===== src/tps_pkg.sv =====
`timescale 1ns / 1ps

package tps_pkg;

	// Field widths fixed by the item format
	localparam int ID_W       = 8;
	localparam int RSSI_W     = 8;
	localparam int TMO_W      = 8;
	localparam int COUNT_W    = 5;
	localparam int CFG_IDX_W  = 1;
	localparam int CFG_DATA_W = 8;

	// At most this many path ids go out per tick
	localparam int MAX_RESULTS = 16;
	localparam int EMIT_W      = 5;

	// Configuration register indexes
	localparam logic [CFG_IDX_W-1:0] REG_OWN_ID  = 1'd0;
	localparam logic [CFG_IDX_W-1:0] REG_TIMEOUT = 1'd1;

	// Reset values of the configuration registers
	localparam logic [ID_W-1:0]  OWN_ID_RESET  = 8'd1;
	localparam logic [TMO_W-1:0] TIMEOUT_RESET = 8'd3;

	// Result kinds
	localparam logic KIND_STATUS    = 1'b0;
	localparam logic KIND_BROADCAST = 1'b1;

	// Input actions
	typedef enum logic [1:0] {
		ACT_TICK  = 2'd0,
		ACT_ENTRY = 2'd1,
		ACT_ROOT  = 2'd2
	} action_t;

	// Controller to datapath commands
	typedef struct packed {
		logic capture;
		logic apply_entry;
		logic hello_end;
		logic root;
		logic tick;
		logic rd;
		logic load_status;
		logic load_entry;
	} cmd_t;

	// Datapath to controller status
	typedef struct packed {
		logic tick_live;
		logic emit_last;
		logic out_free;
	} sts_t;

endpackage


===== src/tree_parent_selector.sv =====
`timescale 1ns / 1ps

// Channel   Handshake                    Payload
// item      item_valid / item_stall      action sender_id rssi path_entry entry_valid last_entry
// result    result_valid / result_stall  result_kind has_parent parent_id_out parent_rssi_out
//                                        path_count broadcast_entry run_last updated overflow
// config    cfg_we                       cfg_index cfg_data
//
// The controller walks a path entry that is not last through capture and store steps, the last
// entry of a hello through capture, store, decide and load, a root hello through capture, decide
// and load, and a tick through capture and count-down, then one path store read and one output
// load per emitted id, or one load if no parent is left; an unused action is only captured.
// Reset is asynchronous and active low; the path store needs no clearing pass.
// A stalled result holds the next result load, and with it item_stall, until it is taken.

module tree_parent_selector #(
	parameter int PATH_MAX = 16
) (
	input  logic                            clk,
	input  logic                            arst_n,
	input  logic                            cfg_we,
	input  logic [tps_pkg::CFG_IDX_W-1:0]   cfg_index,
	input  logic [tps_pkg::CFG_DATA_W-1:0]  cfg_data,
	input  logic                            item_valid,
	output logic                            item_stall,
	input  logic [1:0]                      action,
	input  logic [tps_pkg::ID_W-1:0]        sender_id,
	input  logic [tps_pkg::RSSI_W-1:0]      rssi,
	input  logic [tps_pkg::ID_W-1:0]        path_entry,
	input  logic                            entry_valid,
	input  logic                            last_entry,
	output logic                            result_valid,
	input  logic                            result_stall,
	output logic                            result_kind,
	output logic                            has_parent,
	output logic [tps_pkg::ID_W-1:0]        parent_id_out,
	output logic [tps_pkg::RSSI_W-1:0]      parent_rssi_out,
	output logic [tps_pkg::COUNT_W-1:0]     path_count,
	output logic [tps_pkg::ID_W-1:0]        broadcast_entry,
	output logic                            run_last,
	output logic                            updated,
	output logic                            overflow
);

	import tps_pkg::*;

	cmd_t cmd;
	sts_t sts;

	tps_ctrl u_ctrl (
		.clk        (clk),
		.arst_n     (arst_n),
		.item_valid (item_valid),
		.item_stall (item_stall),
		.action     (action),
		.last_entry (last_entry),
		.sts        (sts),
		.cmd        (cmd)
	);

	tps_dp #(
		.PATH_MAX (PATH_MAX)
	) u_dp (
		.clk             (clk),
		.arst_n          (arst_n),
		.cmd             (cmd),
		.sts             (sts),
		.cfg_we          (cfg_we),
		.cfg_index       (cfg_index),
		.cfg_data        (cfg_data),
		.sender_id       (sender_id),
		.rssi            (rssi),
		.path_entry      (path_entry),
		.entry_valid     (entry_valid),
		.result_stall    (result_stall),
		.result_valid    (result_valid),
		.result_kind     (result_kind),
		.has_parent      (has_parent),
		.parent_id_out   (parent_id_out),
		.parent_rssi_out (parent_rssi_out),
		.path_count      (path_count),
		.broadcast_entry (broadcast_entry),
		.run_last        (run_last),
		.updated         (updated),
		.overflow        (overflow)
	);

endmodule


===== src/tps_ram.sv =====
`timescale 1ns / 1ps

module tps_ram #(
	parameter int WIDTH = 8,
	parameter int DEPTH = 32
) (
	input  logic                     clk,
	input  logic                     wr_en,
	input  logic [$clog2(DEPTH)-1:0] wr_addr,
	input  logic [WIDTH-1:0]         wr_data,
	input  logic                     rd_en,
	input  logic [$clog2(DEPTH)-1:0] rd_addr,
	output logic [WIDTH-1:0]         rd_data
);

	logic [WIDTH-1:0] mem_q [DEPTH];
	logic [WIDTH-1:0] rd_data_q;

	// Write one word, read one word registered
	always_ff @(posedge clk) begin
		if (wr_en) begin
			mem_q[wr_addr] <= wr_data;
		end
		if (rd_en) begin
			rd_data_q <= mem_q[rd_addr];
		end
	end

	assign rd_data = rd_data_q;

endmodule


===== src/tps_ctrl.sv =====
`timescale 1ns / 1ps

module tps_ctrl (
	input  logic          clk,
	input  logic          arst_n,
	input  logic          item_valid,
	output logic          item_stall,
	input  logic [1:0]    action,
	input  logic          last_entry,
	input  tps_pkg::sts_t sts,
	output tps_pkg::cmd_t cmd
);

	import tps_pkg::*;

	typedef enum logic [8:0] {
		S_IDLE       = 9'b0_0000_0001,
		S_ENTRY_MID  = 9'b0_0000_0010,
		S_ENTRY_LAST = 9'b0_0000_0100,
		S_HELLO_END  = 9'b0_0000_1000,
		S_ROOT       = 9'b0_0001_0000,
		S_TICK       = 9'b0_0010_0000,
		S_READ       = 9'b0_0100_0000,
		S_EMIT       = 9'b0_1000_0000,
		S_DONE       = 9'b1_0000_0000
	} state_t;

	state_t state_q;
	state_t state_d;

	assign item_stall = (state_q != S_IDLE);

	// Sequence one item through the datapath
	always_comb begin
		state_d = state_q;
		cmd     = '0;
		case (state_q)
			S_IDLE: begin
				if (item_valid) begin
					cmd.capture = 1'b1;
					if (action == ACT_TICK) begin
						state_d = S_TICK;
					end else if (action == ACT_ENTRY) begin
						state_d = last_entry ? S_ENTRY_LAST : S_ENTRY_MID;
					end else if (action == ACT_ROOT) begin
						state_d = S_ROOT;
					end
				end
			end
			S_ENTRY_MID: begin
				cmd.apply_entry = 1'b1;
				state_d         = S_IDLE;
			end
			S_ENTRY_LAST: begin
				cmd.apply_entry = 1'b1;
				state_d         = S_HELLO_END;
			end
			S_HELLO_END: begin
				cmd.hello_end = 1'b1;
				state_d       = S_DONE;
			end
			S_ROOT: begin
				cmd.root = 1'b1;
				state_d  = S_DONE;
			end
			S_TICK: begin
				cmd.tick = 1'b1;
				state_d  = sts.tick_live ? S_READ : S_DONE;
			end
			S_READ: begin
				cmd.rd  = 1'b1;
				state_d = S_EMIT;
			end
			S_EMIT: begin
				if (sts.out_free) begin
					cmd.load_entry = 1'b1;
					state_d        = sts.emit_last ? S_IDLE : S_READ;
				end
			end
			S_DONE: begin
				if (sts.out_free) begin
					cmd.load_status = 1'b1;
					state_d         = S_IDLE;
				end
			end
			default: begin
				state_d = S_IDLE;
			end
		endcase
	end

	// Advance state
	always_ff @(posedge clk or negedge arst_n) begin
		if (!arst_n) begin
			state_q <= S_IDLE;
		end else begin
			state_q <= state_d;
		end
	end

`ifndef ASSERT_OFF
	a_cmd_onehot: assert property (@(posedge clk) disable iff (!arst_n)
		$onehot0({cmd.capture, cmd.apply_entry, cmd.hello_end, cmd.root, cmd.tick,
			cmd.rd, cmd.load_status, cmd.load_entry}))
		else $error("more than one datapath command at once");

	a_load_free: assert property (@(posedge clk) disable iff (!arst_n)
		(cmd.load_status || cmd.load_entry) |-> sts.out_free)
		else $error("output register loaded while occupied");

	a_read_emit: assert property (@(posedge clk) disable iff (!arst_n)
		(state_q == S_READ) |=> (state_q == S_EMIT))
		else $error("path read not followed by emit");
`endif

endmodule


===== src/tps_dp.sv =====
`timescale 1ns / 1ps

module tps_dp #(
	parameter int PATH_MAX = 16
) (
	input  logic                            clk,
	input  logic                            arst_n,
	input  tps_pkg::cmd_t                   cmd,
	output tps_pkg::sts_t                   sts,
	input  logic                            cfg_we,
	input  logic [tps_pkg::CFG_IDX_W-1:0]   cfg_index,
	input  logic [tps_pkg::CFG_DATA_W-1:0]  cfg_data,
	input  logic [tps_pkg::ID_W-1:0]        sender_id,
	input  logic [tps_pkg::RSSI_W-1:0]      rssi,
	input  logic [tps_pkg::ID_W-1:0]        path_entry,
	input  logic                            entry_valid,
	input  logic                            result_stall,
	output logic                            result_valid,
	output logic                            result_kind,
	output logic                            has_parent,
	output logic [tps_pkg::ID_W-1:0]        parent_id_out,
	output logic [tps_pkg::RSSI_W-1:0]      parent_rssi_out,
	output logic [tps_pkg::COUNT_W-1:0]     path_count,
	output logic [tps_pkg::ID_W-1:0]        broadcast_entry,
	output logic                            run_last,
	output logic                            updated,
	output logic                            overflow
);

	import tps_pkg::*;

	localparam int DEPTH   = 2 * PATH_MAX;
	localparam int ADDR_W  = $clog2(DEPTH);
	localparam int ADDR_W1 = ADDR_W + 1;
	localparam int CNT_W   = $clog2(PATH_MAX + 1);
	localparam int CMP_W   = (CNT_W > EMIT_W) ? CNT_W : EMIT_W;

	// Configuration
	logic [ID_W-1:0]  own_id_q;
	logic [TMO_W-1:0] reload_q;

	// Captured item
	logic [ID_W-1:0]   sender_q;
	logic [RSSI_W-1:0] rssi_q;
	logic [ID_W-1:0]   entry_q;
	logic              entry_valid_q;

	// Parent and run state
	logic              bank_q;
	logic [CNT_W-1:0]  path_len_q;
	logic [CNT_W-1:0]  cand_cnt_q;
	logic              loop_q;
	logic [ID_W-1:0]   par_id_q;
	logic [RSSI_W-1:0] par_str_q;
	logic [TMO_W-1:0]  timeout_q;

	// Pending result flags and emit index
	logic              kind_q;
	logic              upd_q;
	logic              ovf_q;
	logic [EMIT_W-1:0] idx_q;

	// Output register
	logic              out_valid_q;
	logic              out_kind_q;
	logic              out_has_q;
	logic [ID_W-1:0]   out_pid_q;
	logic [RSSI_W-1:0] out_str_q;
	logic [COUNT_W-1:0] out_cnt_q;
	logic [ID_W-1:0]   out_entry_q;
	logic              out_last_q;
	logic              out_upd_q;
	logic              out_ovf_q;

	logic [ADDR_W-1:0] act_base;
	logic [ADDR_W-1:0] cand_base;
	logic [ADDR_W-1:0] wr_addr;
	logic [ID_W-1:0]   wr_data;
	logic              wr_en;
	logic [ADDR_W-1:0] rd_addr;
	logic [ID_W-1:0]   rd_data;

	logic              cnt_room;
	logic              hello_ovf;
	logic              hello_adopt;
	logic              root_refresh;
	logic              root_adopt;
	logic              tick_live;
	logic [EMIT_W-1:0] emit_n;
	logic              emit_last;
	logic              out_free;

	assign act_base  = bank_q ? ADDR_W'(PATH_MAX) : '0;
	assign cand_base = bank_q ? '0 : ADDR_W'(PATH_MAX);

	// Decide on the run and on root hellos
	assign cnt_room    = cand_cnt_q < CNT_W'(PATH_MAX - 1);
	assign hello_ovf   = cand_cnt_q >= CNT_W'(PATH_MAX);
	assign hello_adopt = !hello_ovf && (cand_cnt_q != '0) && !loop_q &&
		((path_len_q == '0) || (sender_q == par_id_q) || (rssi_q > par_str_q));
	assign root_refresh = (path_len_q != '0) && (sender_q == par_id_q);
	assign root_adopt   = !root_refresh && ((path_len_q == '0) || (rssi_q > par_str_q));

	// Parent survives this tick
	assign tick_live = (path_len_q != '0) && (timeout_q != TMO_W'(1));

	// Number of ids to emit and last-entry detect
	assign emit_n = (CMP_W'(path_len_q) >= CMP_W'(MAX_RESULTS)) ?
		EMIT_W'(MAX_RESULTS) : EMIT_W'(path_len_q);
	assign emit_last = (idx_q + EMIT_W'(1)) == emit_n;

	assign out_free = !out_valid_q || !result_stall;

	assign sts.tick_live = tick_live;
	assign sts.emit_last = emit_last;
	assign sts.out_free  = out_free;

	// Path store write port
	always_comb begin
		wr_en   = 1'b0;
		wr_addr = cand_base + ADDR_W'(cand_cnt_q);
		wr_data = entry_q;
		if (cmd.apply_entry) begin
			wr_en = entry_valid_q && cnt_room;
		end else if (cmd.hello_end) begin
			wr_en   = hello_adopt;
			wr_data = sender_q;
		end else if (cmd.root) begin
			wr_en   = root_adopt;
			wr_addr = cand_base;
			wr_data = sender_q;
		end
	end

	assign rd_addr = act_base + ADDR_W'(idx_q);

	tps_ram #(
		.WIDTH (ID_W),
		.DEPTH (DEPTH)
	) u_path_ram (
		.clk     (clk),
		.wr_en   (wr_en),
		.wr_addr (wr_addr),
		.wr_data (wr_data),
		.rd_en   (cmd.rd),
		.rd_addr (rd_addr),
		.rd_data (rd_data)
	);

	// Hold configuration
	always_ff @(posedge clk or negedge arst_n) begin
		if (!arst_n) begin
			own_id_q <= OWN_ID_RESET;
			reload_q <= TIMEOUT_RESET;
		end else if (cfg_we) begin
			case (cfg_index)
				REG_OWN_ID:  own_id_q <= cfg_data;
				REG_TIMEOUT: reload_q <= cfg_data;
				default: begin
				end
			endcase
		end
	end

	// Capture the accepted item
	always_ff @(posedge clk) begin
		if (cmd.capture) begin
			sender_q      <= sender_id;
			rssi_q        <= rssi;
			entry_q       <= path_entry;
			entry_valid_q <= entry_valid;
		end
	end

	// Update parent, run and emit state
	always_ff @(posedge clk or negedge arst_n) begin
		if (!arst_n) begin
			bank_q     <= 1'b0;
			path_len_q <= '0;
			cand_cnt_q <= '0;
			loop_q     <= 1'b0;
			par_id_q   <= '0;
			par_str_q  <= '0;
			timeout_q  <= '0;
			kind_q     <= KIND_STATUS;
			upd_q      <= 1'b0;
			ovf_q      <= 1'b0;
			idx_q      <= '0;
		end else begin
			if (cmd.apply_entry && entry_valid_q) begin
				cand_cnt_q <= cnt_room ? cand_cnt_q + CNT_W'(1) : CNT_W'(PATH_MAX);
				if (entry_q == own_id_q) begin
					loop_q <= 1'b1;
				end
			end
			if (cmd.hello_end) begin
				cand_cnt_q <= '0;
				loop_q     <= 1'b0;
				kind_q     <= KIND_STATUS;
				upd_q      <= hello_adopt;
				ovf_q      <= hello_ovf;
				if (hello_adopt) begin
					bank_q     <= !bank_q;
					path_len_q <= cand_cnt_q + CNT_W'(1);
					par_id_q   <= sender_q;
					par_str_q  <= rssi_q;
					timeout_q  <= reload_q;
				end
			end
			if (cmd.root) begin
				cand_cnt_q <= '0;
				loop_q     <= 1'b0;
				kind_q     <= KIND_STATUS;
				upd_q      <= root_refresh || root_adopt;
				ovf_q      <= 1'b0;
				if (root_refresh) begin
					par_str_q <= rssi_q;
					timeout_q <= reload_q;
				end else if (root_adopt) begin
					bank_q     <= !bank_q;
					path_len_q <= CNT_W'(1);
					par_id_q   <= sender_q;
					par_str_q  <= rssi_q;
					timeout_q  <= reload_q;
				end
			end
			if (cmd.tick) begin
				kind_q <= KIND_BROADCAST;
				upd_q  <= 1'b0;
				ovf_q  <= 1'b0;
				idx_q  <= '0;
				if (path_len_q != '0) begin
					timeout_q <= timeout_q - TMO_W'(1);
					if (!tick_live) begin
						path_len_q <= '0;
						par_str_q  <= '0;
					end
				end
			end
			if (cmd.load_entry) begin
				idx_q <= idx_q + EMIT_W'(1);
			end
		end
	end

	// Output valid: set on load, drop when taken
	always_ff @(posedge clk or negedge arst_n) begin
		if (!arst_n) begin
			out_valid_q <= 1'b0;
		end else if (cmd.load_status || cmd.load_entry) begin
			out_valid_q <= 1'b1;
		end else if (!result_stall) begin
			out_valid_q <= 1'b0;
		end
	end

	// Output payload
	always_ff @(posedge clk) begin
		if (cmd.load_status || cmd.load_entry) begin
			out_has_q <= (path_len_q != '0);
			out_pid_q <= par_id_q;
			out_str_q <= par_str_q;
			out_cnt_q <= COUNT_W'(path_len_q);
		end
		if (cmd.load_status) begin
			out_kind_q  <= kind_q;
			out_entry_q <= '0;
			out_last_q  <= 1'b1;
			out_upd_q   <= upd_q;
			out_ovf_q   <= ovf_q;
		end else if (cmd.load_entry) begin
			out_kind_q  <= KIND_BROADCAST;
			out_entry_q <= rd_data;
			out_last_q  <= emit_last;
			out_upd_q   <= 1'b0;
			out_ovf_q   <= 1'b0;
		end
	end

	assign result_valid    = out_valid_q;
	assign result_kind     = out_kind_q;
	assign has_parent      = out_has_q;
	assign parent_id_out   = out_pid_q;
	assign parent_rssi_out = out_str_q;
	assign path_count      = out_cnt_q;
	assign broadcast_entry = out_entry_q;
	assign run_last        = out_last_q;
	assign updated         = out_upd_q;
	assign overflow        = out_ovf_q;

`ifndef ASSERT_OFF
	a_wr_cand_bank: assert property (@(posedge clk) disable iff (!arst_n)
		wr_en |-> ({1'b0, wr_addr} >= {1'b0, cand_base}) &&
			({1'b0, wr_addr} < ({1'b0, cand_base} + ADDR_W1'(PATH_MAX))))
		else $error("path write into the active bank");

	a_emit_has_path: assert property (@(posedge clk) disable iff (!arst_n)
		cmd.load_entry |-> (path_len_q != '0))
		else $error("path entry emitted with no stored path");

	a_tick_drop: assert property (@(posedge clk) disable iff (!arst_n)
		(cmd.tick && !tick_live) |=> (path_len_q == '0) && (par_str_q == '0))
		else $error("expired parent not dropped");
`endif

endmodule


===== config.mk =====
export PLATFORM = sky130hd
export DESIGN_NAME = tree_parent_selector
export DESIGN_NICKNAME = d
export VERILOG_FILES = /design/src/tps_pkg.sv /design/src/tree_parent_selector.sv /design/src/tps_ram.sv /design/src/tps_ctrl.sv /design/src/tps_dp.sv
export SDC_FILE = /design/constraint.sdc
export NUM_CORES = 1
export LEC_CHECK = 0
export BUFFER_PORTS_ARGS = -buffer_cell sky130_fd_sc_hd__buf_2
export CAP_MARGIN = 20
export CORE_MARGIN = 5
export CORE_UTILIZATION = 55
export DETAILED_ROUTE_END_ITERATION = 7
export HOLD_SLACK_MARGIN = 0.03
export PLACE_DENSITY = 0.77
export SLEW_MARGIN = 20
export SYNTH_ARGS = -nofsm -noshare
export SYNTH_HDL_FRONTEND = slang
export SYNTH_HIERARCHICAL = 1
export SYNTH_SLANG_ARGS = --single-unit

===== constraint.sdc =====
create_clock -name clk -period 4.15 [get_ports clk]
set_input_delay 0 -clock clk [delete_from_list [all_inputs] [get_ports clk]]
set_output_delay 0 -clock clk [all_outputs]
set_load 0.02 [all_outputs]

Yosys cells after proc, flatten, opt, wreduce, memory -nomap -nowiden

Memory sizes are Yosys's and may differ from the RTL's. A register that Yosys moved wholly into a read port is not among the register bits.
Index checks and enable logic that the tools add are counted.

Register bits: 129
RAM bits: 256
Bits of input ports: 42
Output and inout bits: 36
Memories kept: 1

Memories:

| memory                | words | bits a word | read ports | clocked after Yosys merged registers in | wr ports | RTL line      | source |
|---|---|---|---|---|---|---|---|
| u_dp.u_path_ram.mem_q | 32    | 8           | 1          | 1                                       | 1        | tps_ram.sv:16 | `logic [WIDTH-1:0] mem_q [DEPTH];` |

Add/sub/neg operators: 5
$lt $le $gt $ge: 4
Equal/unequal tests: 21
Muxes and demuxes: 93
Bitwise operators: 1
Reductions and logical operators: 35

Operators with widths:

| kind                                                                  | count |
|---|---|
| 8-bit 2-to-1 mux                                                      | 23 |
| 5-bit 2-to-1 mux                                                      | 20 |
| 9-bit 2-to-1 mux                                                      | 7 |
| 9-bit one-hot mux with 7 select lines                                 | 1 |
| 1-bit 2-to-1 mux                                                      | 40 |
| 8-bit equality test                                                   | 2 |
| 5-bit by 1-bit adder with 5-bit output, second input constant         | 2 |
| 5-bit adder                                                           | 2 |
| 5-bit >= comparator, second input constant                            | 2 |
| 5-bit nonzero test                                                    | 2 |
| 9-bit by 1-bit equality test with 1-bit output, second input constant | 1 |
| 9-bit by 2-bit equality test with 1-bit output, second input constant | 1 |
| 9-bit by 3-bit equality test with 1-bit output, second input constant | 1 |
| 9-bit by 4-bit equality test with 1-bit output, second input constant | 1 |
| 9-bit by 5-bit equality test with 1-bit output, second input constant | 1 |
| 9-bit by 6-bit equality test with 1-bit output, second input constant | 1 |
| 9-bit by 7-bit equality test with 1-bit output, second input constant | 1 |
| 9-bit by 8-bit equality test with 1-bit output, second input constant | 1 |
| 9-bit equality test, second input constant                            | 1 |
| 9-bit by 1-bit != test with 1-bit output, second input constant       | 1 |
| 3-bit nonzero test                                                    | 3 |
| 8-bit > comparator                                                    | 1 |
| 1-bit logical AND                                                     | 8 |
| 8-bit by 1-bit != test with 1-bit output, second input constant       | 1 |
| 19 further kinds                                                      | 35 |

Depth between registers and ports, before layout

Gate-level depths: netlist (run 1).

Word-level depth: 13
Mapped depth: 12
Depth with buffers taken out: 11

By module

The synthesis (run 1) kept the hierarchy.

By module, submodules not included:

| module   | instances | cells an instance | area each (um^2) | sequential area each (um^2) |
|---|---|---|---|---|
| tps_ram  | 1         | 417               | 10133.5          | 7927.6 |
| tps_dp   | 1         | 421               | 5352.6           | 3211.8 |
| tps_ctrl | 1         | 64                | 598.1            | 226.5 |

Worst setup path before layout (run 1)

Ideal clock, no wire load.

Kind: reg2reg
From: register u_ctrl.state_q[1]
To: memory u_dp.u_path_ram.mem_q[28][0] (enable)
Library setup time: 0.370 ns
Arrival time: 3.688 ns
Required time: 3.780 ns
Slack: 0.092 ns
Cell stages (with the launch flop): 11
Path buffers: 1
Cell sequence: dfrtp_1 > nor4_4 > nand2_2 > nor4b_1 > nand2_1 > a21oi_1 > o21ai_4 > o32ai_1 > or3b_2 > clkbuf_1 > nor2_1

RTL lines:

| element                | RTL line       | source |
|---|---|---|
| start, declared        | tps_ctrl.sv:28 | `state_t state_q;` |
| start signal, assigned | tps_ctrl.sv:97 | `state_q <= state_d;` |
| end, declared          | tps_ram.sv:16  |  |

==> results of run 1 <==
## layout by cell type (no fill, tap or decap), drive strengths merged, types with 16 or more instances in the layout
master	count
buf	103
nor2	82
dfrtp	66
edfxtp	314
nand2	25
nand3	16
mux4	80
clkinv	21
mux2	43
xnor2	22
mux2i	18
clkbuf	46
inv	17
dlygate4sd3	45
## per-stage QoR
stage               area (um^2)  setup WS, ns
floorplan                 16100        0.0919
global placement          17000         0.243
detailed placement        17000         0.122
CTS                       18700        0.0273
global route              18800        0.0284
finish                    18800         0.297
## how the worst max path moves through the flow
| stage | from | cells past startpoint | to | slack, ns |
|---|---|---|---|---|
| floorplan | u_ctrl/state_q[1] | 10 | u_dp/u_path_ram/mem_q[28][0] | 0.09 |
| global placement | u_ctrl/state_q[1] | 9 | u_dp/u_path_ram/mem_q[0][1] | 0.24 |
| detailed placement | u_ctrl/state_q[1] | 9 | u_dp/u_path_ram/mem_q[0][1] | 0.12 |
| CTS | u_ctrl/state_q[1] | 9 | u_dp/u_path_ram/mem_q[4][0] | 0.03 |
| global route | u_ctrl/state_q[1] | 9 | u_dp/u_path_ram/mem_q[20][4] | 0.03 |
| finish | u_ctrl/state_q[1] | 9 | u_dp/u_path_ram/mem_q[20][0] | 0.30 |
## per-layer routing
metal / vias to the layer above / global-route usage / routed length [um]
li1: 3834 / - / -
met1: 4463 / 0.296 / 13800
met2: 403 / 0.351 / 17100
met3: 51 / 0.0458 / 2950
met4: 0 / 0.0510 / 769
met5: - / 0 / 0
## power groups by stage
stage | Sequential, W | Clock, W | Combinational [W]
2_1_floorplan | 0.00500 | 0 | 0.00206
3_3_place_gp | 0.00515 | 0 | 0.00267
3_5_place_dp | 0.00517 | 0 | 0.00273
4_1_cts | 0.00509 | 0.00364 | 0.00280
5_1_grt | 0.00514 | 0.00383 | 0.00305
6_report | 0.00509 | 0.00359 | 0.00284
## registers in the layout, indices dropped and copies added (netlist names), 8 cells and up
register                 count
u_dp/parent_id_out           8
u_dp/entry_q                 8
u_dp/sender_q                8
u_dp/u_path_ram/rd_data      8
u_dp/own_id_q                8
u_dp/par_str_q               8
u_dp/parent_rssi_out         8
u_dp/reload_q                8
u_dp/timeout_q               8
u_dp/broadcast_entry         8
u_dp/rssi_q                  8
u_dp/u_path_ram/mem_q      256
u_dp/par_id_q                8
u_ctrl/state_q               9
## cells in the mapped netlist, types with 10 or more instances
| library cell | number | share of area |
|---|---|---|
| edfxtp_1 | 314 | 0.59 |
| nor2_1 | 82 | 0.019 |
| mux4_2 | 80 | 0.11 |
| dfrtp_1 | 66 | 0.10 |
| mux2_2 | 43 | 0.030 |
| nand2_1 | 23 | 0.0054 |
| xnor2_1 | 22 | 0.012 |
| mux2i_1 | 18 | 0.011 |
| inv_1 | 17 | 0.0040 |
| nand3_1 | 15 | 0.0047 |
| clkbuf_1 | 14 | 0.0033 |
| ha_1 | 13 | 0.010 |
| nor3_1 | 13 | 0.0040 |
| o21ai_0 | 12 | 0.0037 |
| a21oi_1 | 10 | 0.0031 |
## timing repair
action | CTS | global route
endpoints found under the setup margin | 0 | 184
buffers inserted | 0 | 0
hold endpoints to repair | 77 | 0
hold buffers | 45 | 0
gates resized for setup | 0 | 22
## critical path: stages, from the launching register on
cell and delay, ns:
dfrtp_1 0.45, nor4_4 0.35, nand2_2 0.12, nor4b_1 0.34, nand2_1 0.19, a21oi_1 0.28
o21ai_4 0.08, o32ai_2 0.44, or3b_2 0.69, nor2_1 0.54
## cell families (layout without fill, tap and decap cells)
family                     count (synthesis)  after routing  share of synthesized area
muxes                                    141            141                      0.153
and+or+nand+nor                          206            206                     0.0675
xor gates and xnor gates                  31             31                     0.0169
adders and majority gates                 13             13                     0.0101
buffers and inverters                     57            238                     0.0172
DFF                                      393            393                      0.707
AOI/OAI and AO/OA                         61             61                     0.0283
## layout make-up
class / instances / area [um^2] / share of cell area
clock buffers: 46 / 1040 / 0.0555
repair buffers: 148 / 1080 / 0.0572
flip-flops and latches: 393 / 11400 / 0.604
inverters: 18 / 67.6 / 0.00359
clock inverters: 26 / 269 / 0.0143
well taps: 384 / 480 / 0.0255
multi-input cells: 452 / 4500 / 0.239
==> metrics.yaml, run 1 <==
timing:
  rsz0062_at_grt: "no"
  setup_violations: 0
  fin_skew_ns: 0.0119
  period_share: 0.928
  finalMaxSlewViolations: 0
  worst_slew_pin_slew_ns: 0.749
  whs_ns: 0.0642
  tns_ns: 0
  period_needed_ns: 3.85
  hold_violations: 0
  fmax_ghz: 0.260
  relSlewSlack: 0.501
routing:
  route.detailed.drc: 0
  wl_um: 34600
  first_pass_iters: 7
  vias: 8751
  wl_per_cell_um: 23.6
  vias_per_cell: 5.97
  drtIter0Drc: 843
  antenna_left: 0
power_and_ir_drop:
  sw_frac_of_total: 0.282
  power_leakage_nw: 6.60
  clockPowerShare: 0.312
  p_switching_w: 0.00325
  ir_drop_uv: 322
  seqPwrFrac: 0.442
  internal_power_w: 0.00826
  powerDensity_mw_per_mm2: 612
  p_comb_frac: 0.246
  report.power.total_w: 0.0115
layout:
  diodes: 0
  drive_above_1_share: 0.311
  nets: 1108
  fin_cells: 1467
  area_growth_syn_to_layout_pct: 17.0
  nFillCells: 1888
  finish.utilization: 0.654
clocking:
  cts.htree.levels: 2
  cts_max_path_buffers: 3
  cts.sink_count: 393
  cts.reportedPaths.clkPinSlew_ns: 0.06
  clkLatencyLatePin_ns: 0.52
  root_buffer: "clkbuf_16"
  cts_tree: "built"
  cts_buffers: 40
critical_path:
  cp-end-kind: "flop"
  r2r_cells: 9
  cp_data_required_time_ns: 4.29
  worst-path-max-fanout: 8
  r2r-start: "u_ctrl/state_q[1]"
  rrSetupSlack_ns: 0.30
  worstPathArrival_ns: 4.00
  crit_type: "flop to flop"
  cp-start-kind: "flop"
  r2r-end: "u_dp/u_path_ram/mem_q[20][0]"
yosys:
  synth_ff_type: "edfxtp_1"
  ys_ff_latch: 393
  synthCells: 902
  synth.yosys.warnings: 6
  synth_edf_count: 314
  syn_avg_cell_area_um2: 17.8
  syn_area_mm2: 0.0161
  ys_seq_area_frac: 0.707
  syn-num-nets: 957
  synthArstFlopShare: 0.178
  yosys.cell_types.count: 70
global_route:
  grt_pass1_wl_um: 53900
  grt_pass1_vias: 9101
  grt_max_degree: 56
  grt_usage: 0.213
  antenna_found_initial: 0
  gr-total-overflow: 0
placed_design:
  gp_congestion: 0.851
  numPortBuffers: 77
  dp.cells: 1349
  dp_hpwl_um: 21700
floorplanning:
  start_util: 0.559
  io_pins: 78
  coreArea_mm2: 0.0288
  die_y_um: 181
  num_rows: 62
  die-area_mm2: 0.0328
  die_width_um: 181
worst_hold_path:
  min_path_type: "input port to async pin"
run_status:
  status: "finished, final reports clean"
job:
  drv_cap: 0
Note: power is estimated with default switching activity, not from simulation.
==> run 2, diff against run 1 <==
--- a/config.mk
+++ b/config.mk
@@ -11,7 +11,7 @@
 export CORE_UTILIZATION = 55
 export DETAILED_ROUTE_END_ITERATION = 7
 export HOLD_SLACK_MARGIN = 0.03
-export PLACE_DENSITY = 0.77
+export PLACE_DENSITY = 0.75
 export SLEW_MARGIN = 20
 export SYNTH_ARGS = -nofsm -noshare
 export SYNTH_HDL_FRONTEND = slang
==> constraint.sdc (replaced) <==
create_clock -name clk -period 4.2 [get_ports clk]
set_input_delay 0 -clock clk [delete_from_list [all_inputs] [get_ports clk]]
set_output_delay 0 -clock clk [all_outputs]
set_load 0.02 [all_outputs]
==> metrics.yaml, run 2 (synthesis results as in run 1) <==
routing:
  vias_per_cell: 5.96  # was 5.97
  antenna_left: 0  # unchanged
  wl_per_cell_um: 22.8  # was 23.6 um
  route.detailed.drc: 0  # unchanged
  drtIter0Drc: 683  # was 843
  first_pass_iters: 5  # was 7
  vias: 8758  # was 8751
  wl_um: 33600  # was 34600 um
layout:
  nFillCells: 1875  # was 1888
  diodes: 0  # unchanged
  top_register: "u_dp/u_path_ram/mem_q"  # unchanged
  area_growth_syn_to_layout_pct: 16.4  # was 17.0%
  mostFrequentLayoutCell: "edfxtp_1"  # unchanged
  fin_cells: 1470  # was 1467
  ff_latch_area_mm2: 0.0114  # unchanged
  largest_reg_flops: 256  # unchanged
  top_regs: "u_dp/u_path_ram/mem_q: 256 flops, u_ctrl/state_q: 9 flops"  # unchanged
  nets: 1110  # was 1108
  multi_input_area_mm2: 0.00447  # was 0.00450 mm^2
  final_cell_mix: "edfxtp_1 (314), mux4_2 (80), buf_2 (77), nor2_1 (74), dfrtp_1 (64)"  # was edfxtp_1 (314), mux4_2 (80), buf_2 (77), dfrtp_1 (64), nor2_1 (61)
  drive_above_1_share: 0.303  # was 0.311
clocking:
  root_buffer: "clkbuf_16"  # unchanged
  cts_max_path_buffers: 3  # unchanged
  cts.htree.levels: 2  # unchanged
  cts_tree: "built"  # unchanged
  cts_buffers: 40  # unchanged
  clkLatencyLatePin_ns: 0.53  # was 0.52 ns
  cts.reportedPaths.clkPinSlew_ns: 0.06  # about the same
  cts.sink_count: 393  # unchanged
worst_hold_path:
  min_from: "cfg_we"
  min_path_type: "input port to flop"  # was input port to async pin
global_route:
  busiest_layer: "met2"  # unchanged
  grt_usage: 0.208  # was 0.213
  use_met1: 0.297  # was 0.296
  grt_pass1_wl_um: 52700  # was 53900 um
  grtUsageMet2: 0.338  # was 0.351
  grt_max_degree: 71  # was 56
  antenna_found_initial: 0  # unchanged
  use_met3: 0.0378  # was 0.0458
  gr-total-overflow: 0  # unchanged
  grt_pass1_vias: 8783  # was 9101
critical_path:
  r2r-start: "u_ctrl/state_q[1]"  # unchanged
  path_buf_inv: 1  # was 0
  crit_start: "u_ctrl/state_q[1]"  # unchanged
  crit_path_max_incr_delay_ns: 0.64  # was 0.69 ns
  critPathSlowestCell: "or3b_2"  # unchanged
  cp-end-kind: "flop"  # unchanged
  worst-path-max-fanout: 8  # unchanged
  crit_type: "flop to flop"  # unchanged
  cp_data_required_time_ns: 4.35  # was 4.29 ns
  cp-start-kind: "flop"  # unchanged
  path_cells: "nor4_4, nand2_2, nor4b_1, buf_4, nand2_1, a21oi_1, o21ai_4, o32ai_1, or3b_2, nor2_1"  # was nor4_4, nand2_2, nor4b_1, nand2_1, a21oi_1, o21ai_4, o32ai_2, or3b_2, nor2_1
  crit_family: "simple AND/OR/NAND/NOR gates"  # unchanged
  worstPathArrival_ns: 4.19  # was 4.00 ns
power_and_ir_drop:
  ir_drop_uv: 283  # was 322 uV
  powerDensity_mw_per_mm2: 599  # was 612 mW/mm^2
  power_leakage_nw: 6.58  # was 6.60 nW
  report.power.total_w: 0.0112  # was 0.0115 W
timing:
  finalMaxSlewViolations: 0  # unchanged
  hold_violations: 0  # unchanged
  rsz0062_at_grt: "yes"  # was no
  setup_violations: 0  # unchanged
  worst_slew_pin_slew_ns: 1.03  # was 0.749 ns
  relSlewSlack: 0.311  # was 0.501
  fin_skew_ns: 0.0157  # was 0.0119 ns
  period_share: 0.963  # was 0.928
  fmax_ghz: 0.247  # was 0.260 GHz
  period_needed_ns: 4.04  # was 3.85 ns
floorplanning:
  die_y_um: 181  # unchanged
  io_pins: 78  # unchanged
  start_util: 0.559  # unchanged
  die_width_um: 181  # unchanged
  coreArea_mm2: 0.0288  # unchanged
  die-area_mm2: 0.0328  # unchanged
  num_rows: 62  # unchanged
placed_design:
  dp.cells: 1353  # was 1349
  gp_congestion: 0.837  # was 0.851
  numPortBuffers: 77  # unchanged
  dp_hpwl_um: 21600  # was 21700 um
job:
  drv_cap: 0  # unchanged
run_status:
  status: "finished, final reports clean"  # unchanged
## run 2: cell types whose count changed in the layout (fill, tap and decap cells not counted), moves of 2 or more
cell        delta
clkinv_2       -2
clkinv_1       -4
inv_6          +2
bufinv_16      -4
clkinvlp_4     +2
buf_4          +4
nor2_2        -13
nor2_1        +13
clkbuf_8       +4
clkbuf_1       +3
## run 2: report_power, final
part | leakage [nW] | internal (W) | switching, W
Clock | 0.624 | 0.00199 | 0.00142
Sequential | 3.79 | 0.00469 | 0.000383
Combinational | 2.17 | 0.00133 | 0.00142
Total | 6.58 | 0.00801 | 0.00322
## run 2: area by class of cell
cell class / instances / area share
clock buffers: 53 / 0.0593
well taps: 384 / 0.0257
flip-flops and latches: 393 / 0.607
multi-input cells: 452 / 0.239
clock inverters: 20 / 0.00835
inverters: 18 / 0.00361
repair buffers: 150 / 0.0571
## run 2: path summary, 6_finish.rpt
check,end,slack (ns),depth (start not counted)
setup / recovery,u_dp/u_path_ram/mem_q[24][3],0.16,10
setup reg to reg,u_dp/u_path_ram/mem_q[24][3],0.16,10
min in group asynchronous,u_dp/timeout_q[6],0.23,3
hold reg to reg,u_dp/kind_q,0.47,1
hold / removal,u_dp/reload_q[1],0.09,3
max in group asynchronous,u_dp/idx_q[0],3.24,3
## run 2: metal layers
layer | vias up | share of wire
met5 | - | 0
met4 | 0 | 0.022
met3 | 56 | 0.067
met2 | 349 | 0.50
met1 | 4514 | 0.41
li1 | 3839 | -
## run 2: worst reg2reg max path: stages (launching register included)
cell     delay [ns]
dfrtp_1        0.45
nor4_4         0.36
nand2_2        0.11
nor4b_1        0.27
buf_4          0.20
nand2_1        0.11
a21oi_1        0.27
o21ai_4        0.09
o32ai_1        0.53
or3b_2         0.64
nor2_1         0.64
## run 2: stage by stage
stage / hold WS [ns] / cell area, um^2 / TNS [ns] / worst slack, ns / util
6_report: 0.0866 / 18700 / 0 / 0.157 / 0.651
5_1_grt: 0.117 / 18700 / -1.97 / -0.0974 / 0.651
4_1_cts: 0.0712 / 18700 / 0 / 0.137 / 0.650
3_5_place_dp: 0.179 / 17000 / 0 / 0.198 / 0.590
3_3_place_gp: 0.179 / 17000 / 0 / 0.343 / 0.590
2_1_floorplan: -0.296 / 16100 / 0 / 0.142 / -
## run 2: what timing repair did
action,in CTS,in global routing
hold buffers,44,0
endpoints found under the hold margin,115,0
gates resized for setup,0,8
buffers inserted,0,0
setup endpoints to repair,0,71
==> run 3, diff against run 2 <==
--- a/config.mk
+++ b/config.mk
@@ -7,7 +7,7 @@
 export LEC_CHECK = 0
 export BUFFER_PORTS_ARGS = -buffer_cell sky130_fd_sc_hd__buf_2
 export CAP_MARGIN = 20
-export CORE_MARGIN = 5
+export CORE_MARGIN = 3
 export CORE_UTILIZATION = 55
 export DETAILED_ROUTE_END_ITERATION = 7
 export HOLD_SLACK_MARGIN = 0.03
==> metrics.yaml, run 3 (synthesis results as in run 1) <==
critical_path:
  rrSetupSlack_ns: 0.29  # was 0.16 ns
  r2r_cells: 9  # was 10
  r2r-start: "u_ctrl/state_q[7]"  # was u_ctrl/state_q[1]
  crit_type: "flop to flop"  # unchanged
  path_buf_inv: 1  # unchanged
  worstPathArrival_ns: 4.04  # was 4.19 ns
  path_cells: "nor2_1, nand2_2, nor4b_1, buf_4, nor3b_1, nor2b_1, xnor2_1, or3b_2, nor2_1"  # was nor4_4, nand2_2, nor4b_1, buf_4, nand2_1, a21oi_1, o21ai_4, o32ai_1, or3b_2, nor2_1
  cp-end-kind: "flop"  # unchanged
  cp_data_required_time_ns: 4.34  # was 4.35 ns
  cp-start-kind: "flop"  # unchanged
  crit_top_cell: "nor2_1"
  crit_family: "simple AND/OR/NAND/NOR gates"  # unchanged
  critPathSlowestCell: "nor2_1"  # was or3b_2
  crit_path_max_incr_delay_ns: 0.59  # was 0.64 ns
  worst-path-max-fanout: 8  # unchanged
  cp.depth: 9  # was 10
  r2r-end: "u_dp/u_path_ram/mem_q[18][2]"  # was u_dp/u_path_ram/mem_q[24][3]
timing:
  fmax_ghz: 0.256  # was 0.247 GHz
  whs_ns: 0.0340  # was 0.0866 ns
  period_share: 0.930  # was 0.963
  rsz0062_at_grt: "yes"  # unchanged
  finalMaxSlewViolations: 0  # unchanged
  worst_slew_pin_slew_ns: 1.06  # was 1.03 ns
  setup_violations: 0  # unchanged
  fin_skew_ns: 0.0194  # was 0.0157 ns
  hold_violations: 0  # unchanged
  relSlewSlack: 0.293  # was 0.311
  tns_ns: 0  # unchanged
  period_needed_ns: 3.91  # was 4.04 ns
clocking:
  cts.reportedPaths.clkPinSlew_ns: 0.06  # about the same
  cts_tree: "built"  # unchanged
  root_buffer: "clkbuf_16"  # unchanged
  cts_max_path_buffers: 3  # unchanged
  cts_setup_buffers: 0  # unchanged
  cts_buffers: 40  # unchanged
  clkLatencyLatePin_ns: 0.52  # was 0.53 ns
  cts.htree.levels: 2  # unchanged
  cts.sink_count: 393  # unchanged
floorplanning:
  io_pins: 78  # unchanged
  die-area_mm2: 0.0313  # was 0.0328 mm^2
  num_rows: 61  # was 62
  die_y_um: 177  # was 181 um
  coreArea_mm2: 0.0283  # was 0.0288 mm^2
  die_width_um: 177  # was 181 um
  start_util: 0.568  # was 0.559
power_and_ir_drop:
  p_switching_w: 0.00326  # was 0.00322 W
  report.power.total_w: 0.0114  # was 0.0112 W
  p_comb_frac: 0.241  # was 0.244
  internal_power_w: 0.00811  # was 0.00801 W
  power_leakage_nw: 6.61  # was 6.58 nW
  sw_frac_of_total: 0.286  # was 0.287
  powerDensity_mw_per_mm2: 605  # was 599 mW/mm^2
  seqPwrFrac: 0.449  # was 0.452
  clockPowerShare: 0.310  # was 0.303
  ir_drop_uv: 290  # was 283 uV
run_status:
  status: "finished, final reports clean"  # unchanged
placed_design:
  numPortBuffers: 77  # unchanged
  dp_hpwl_um: 21600  # about the same
  dp.cells: 1347  # was 1353
  gp_congestion: 0.844  # was 0.837
routing:
  vias_per_cell: 5.98  # was 5.96
  wl_met1_um: 14000  # was 13900 um
  wl_um: 34400  # was 33600 um
  antenna_left: 0  # unchanged
  wl_per_cell_um: 23.5  # was 22.8 um
  top_layer_used: "met4"  # unchanged
  route.detailed.drc: 0  # unchanged
  wl_met2_um: 17200  # was 16700 um
  first_pass_iters: 5  # unchanged
  vias: 8762  # was 8758
  met3WireLength_um: 2480  # was 2260 um
  drtIter0Drc: 1007  # was 683
global_route:
  grt_pass1_vias: 9078  # was 8783
  grt_max_degree: 45  # was 71
  antenna_found_initial: 0  # unchanged
  gr-total-overflow: 0  # unchanged
  grt_usage: 0.226  # was 0.208
  grt_pass1_wl_um: 53400  # was 52700 um
layout:
  top_regs: "u_dp/u_path_ram/mem_q: 256 flops, u_ctrl/state_q: 9 flops"  # unchanged
  diodes: 0  # unchanged
  largest_reg_flops: 256  # unchanged
  top_register: "u_dp/u_path_ram/mem_q"  # unchanged
  finish.utilization: 0.664  # was 0.651
  ff_latch_area_mm2: 0.0114  # unchanged
  final_cell_mix: "edfxtp_1 (314), mux4_2 (80), buf_2 (76), nor2_1 (66), dfrtp_1 (64)"  # was edfxtp_1 (314), mux4_2 (80), buf_2 (77), nor2_1 (74), dfrtp_1 (64)
  drive_above_1_share: 0.311  # was 0.303
  nets: 1113  # was 1110
  area_growth_syn_to_layout_pct: 16.9  # was 16.4%
  multi_input_area_mm2: 0.00449  # was 0.00447 mm^2
  nFillCells: 1834  # was 1875
  mostFrequentLayoutCell: "edfxtp_1"  # unchanged
  fin_cells: 1465  # was 1470
job:
  drv_cap: 0  # unchanged
worst_hold_path:
  min_path_type: "input port to async pin"  # was input port to flop
==> run 3: worst reg2reg max path: cells and delay by family, from the launching register on <==
kind                   cells  cell delay (ns)
flip-flops                 1             0.41
XOR/XNOR                   1             0.58
buffers and inverters      1             0.18
AND/OR/NAND/NOR            7             2.35
==> run 3: area by class of cell <==
cell class / instances / share of cell area
Clock buffer: 45 / 0.0554
Multi-Input combinational cell: 452 / 0.239
Timing Repair Buffer: 153 / 0.0582
Inverter: 18 / 0.00359
Tap cell: 378 / 0.0252
Sequential cell: 393 / 0.605
Clock inverter: 26 / 0.0140
==> run 3: metal layers <==
layer	vias up	global-route usage
met5	-	0
met4	0	0.0635
met3	60	0.0395
met2	370	0.377
met1	4495	0.312
li1	3837	-
==> run 3: how the worst max path moves through the flow <==
stage | endpoint | slack, ns | startpoint
4_1_cts | u_dp/u_path_ram/mem_q[0][6] | 0.14 | u_ctrl/state_q[1]
2_1_floorplan | u_dp/u_path_ram/mem_q[28][0] | 0.14 | u_ctrl/state_q[1]
3_3_place_gp | u_dp/u_path_ram/mem_q[0][2] | 0.29 | u_ctrl/state_q[7]
6_report | u_dp/u_path_ram/mem_q[18][2] | 0.29 | u_ctrl/state_q[7]
3_5_place_dp | u_dp/u_path_ram/mem_q[0][4] | 0.15 | u_ctrl/state_q[1]
5_1_grt | u_dp/u_path_ram/mem_q[18][7] | -0.08 | u_ctrl/state_q[7]
==> run 3: metrics by stage <==
step | setup WS, ns | cell area (um^2)
after CTS | 0.140 | 18700
after floorplan | 0.142 | 16100
after detailed placement | 0.149 | 17000
after global routing | -0.0751 | 18800
final | 0.294 | 18800
after global placement | 0.292 | 17000
==> run 3: timing repair <==
item                                    4_1_cts  5_1_grt
gates resized for setup                       0       17
endpoints found under the setup margin        0      160
hold buffers                                 46        0
hold endpoints to repair                     88        0
==> run 3: power by group through the flow <==
| stage | combinational [W] | clock, W | sequential (W) |
|---|---|---|---|
| floorplan | 0.00204 | 0 | 0.00494 |
| global placement | 0.00260 | 0 | 0.00517 |
| detailed placement | 0.00265 | 0 | 0.00519 |
| CTS | 0.00271 | 0.00359 | 0.00511 |
| global route | 0.00294 | 0.00375 | 0.00516 |
| finish | 0.00274 | 0.00353 | 0.00510 |
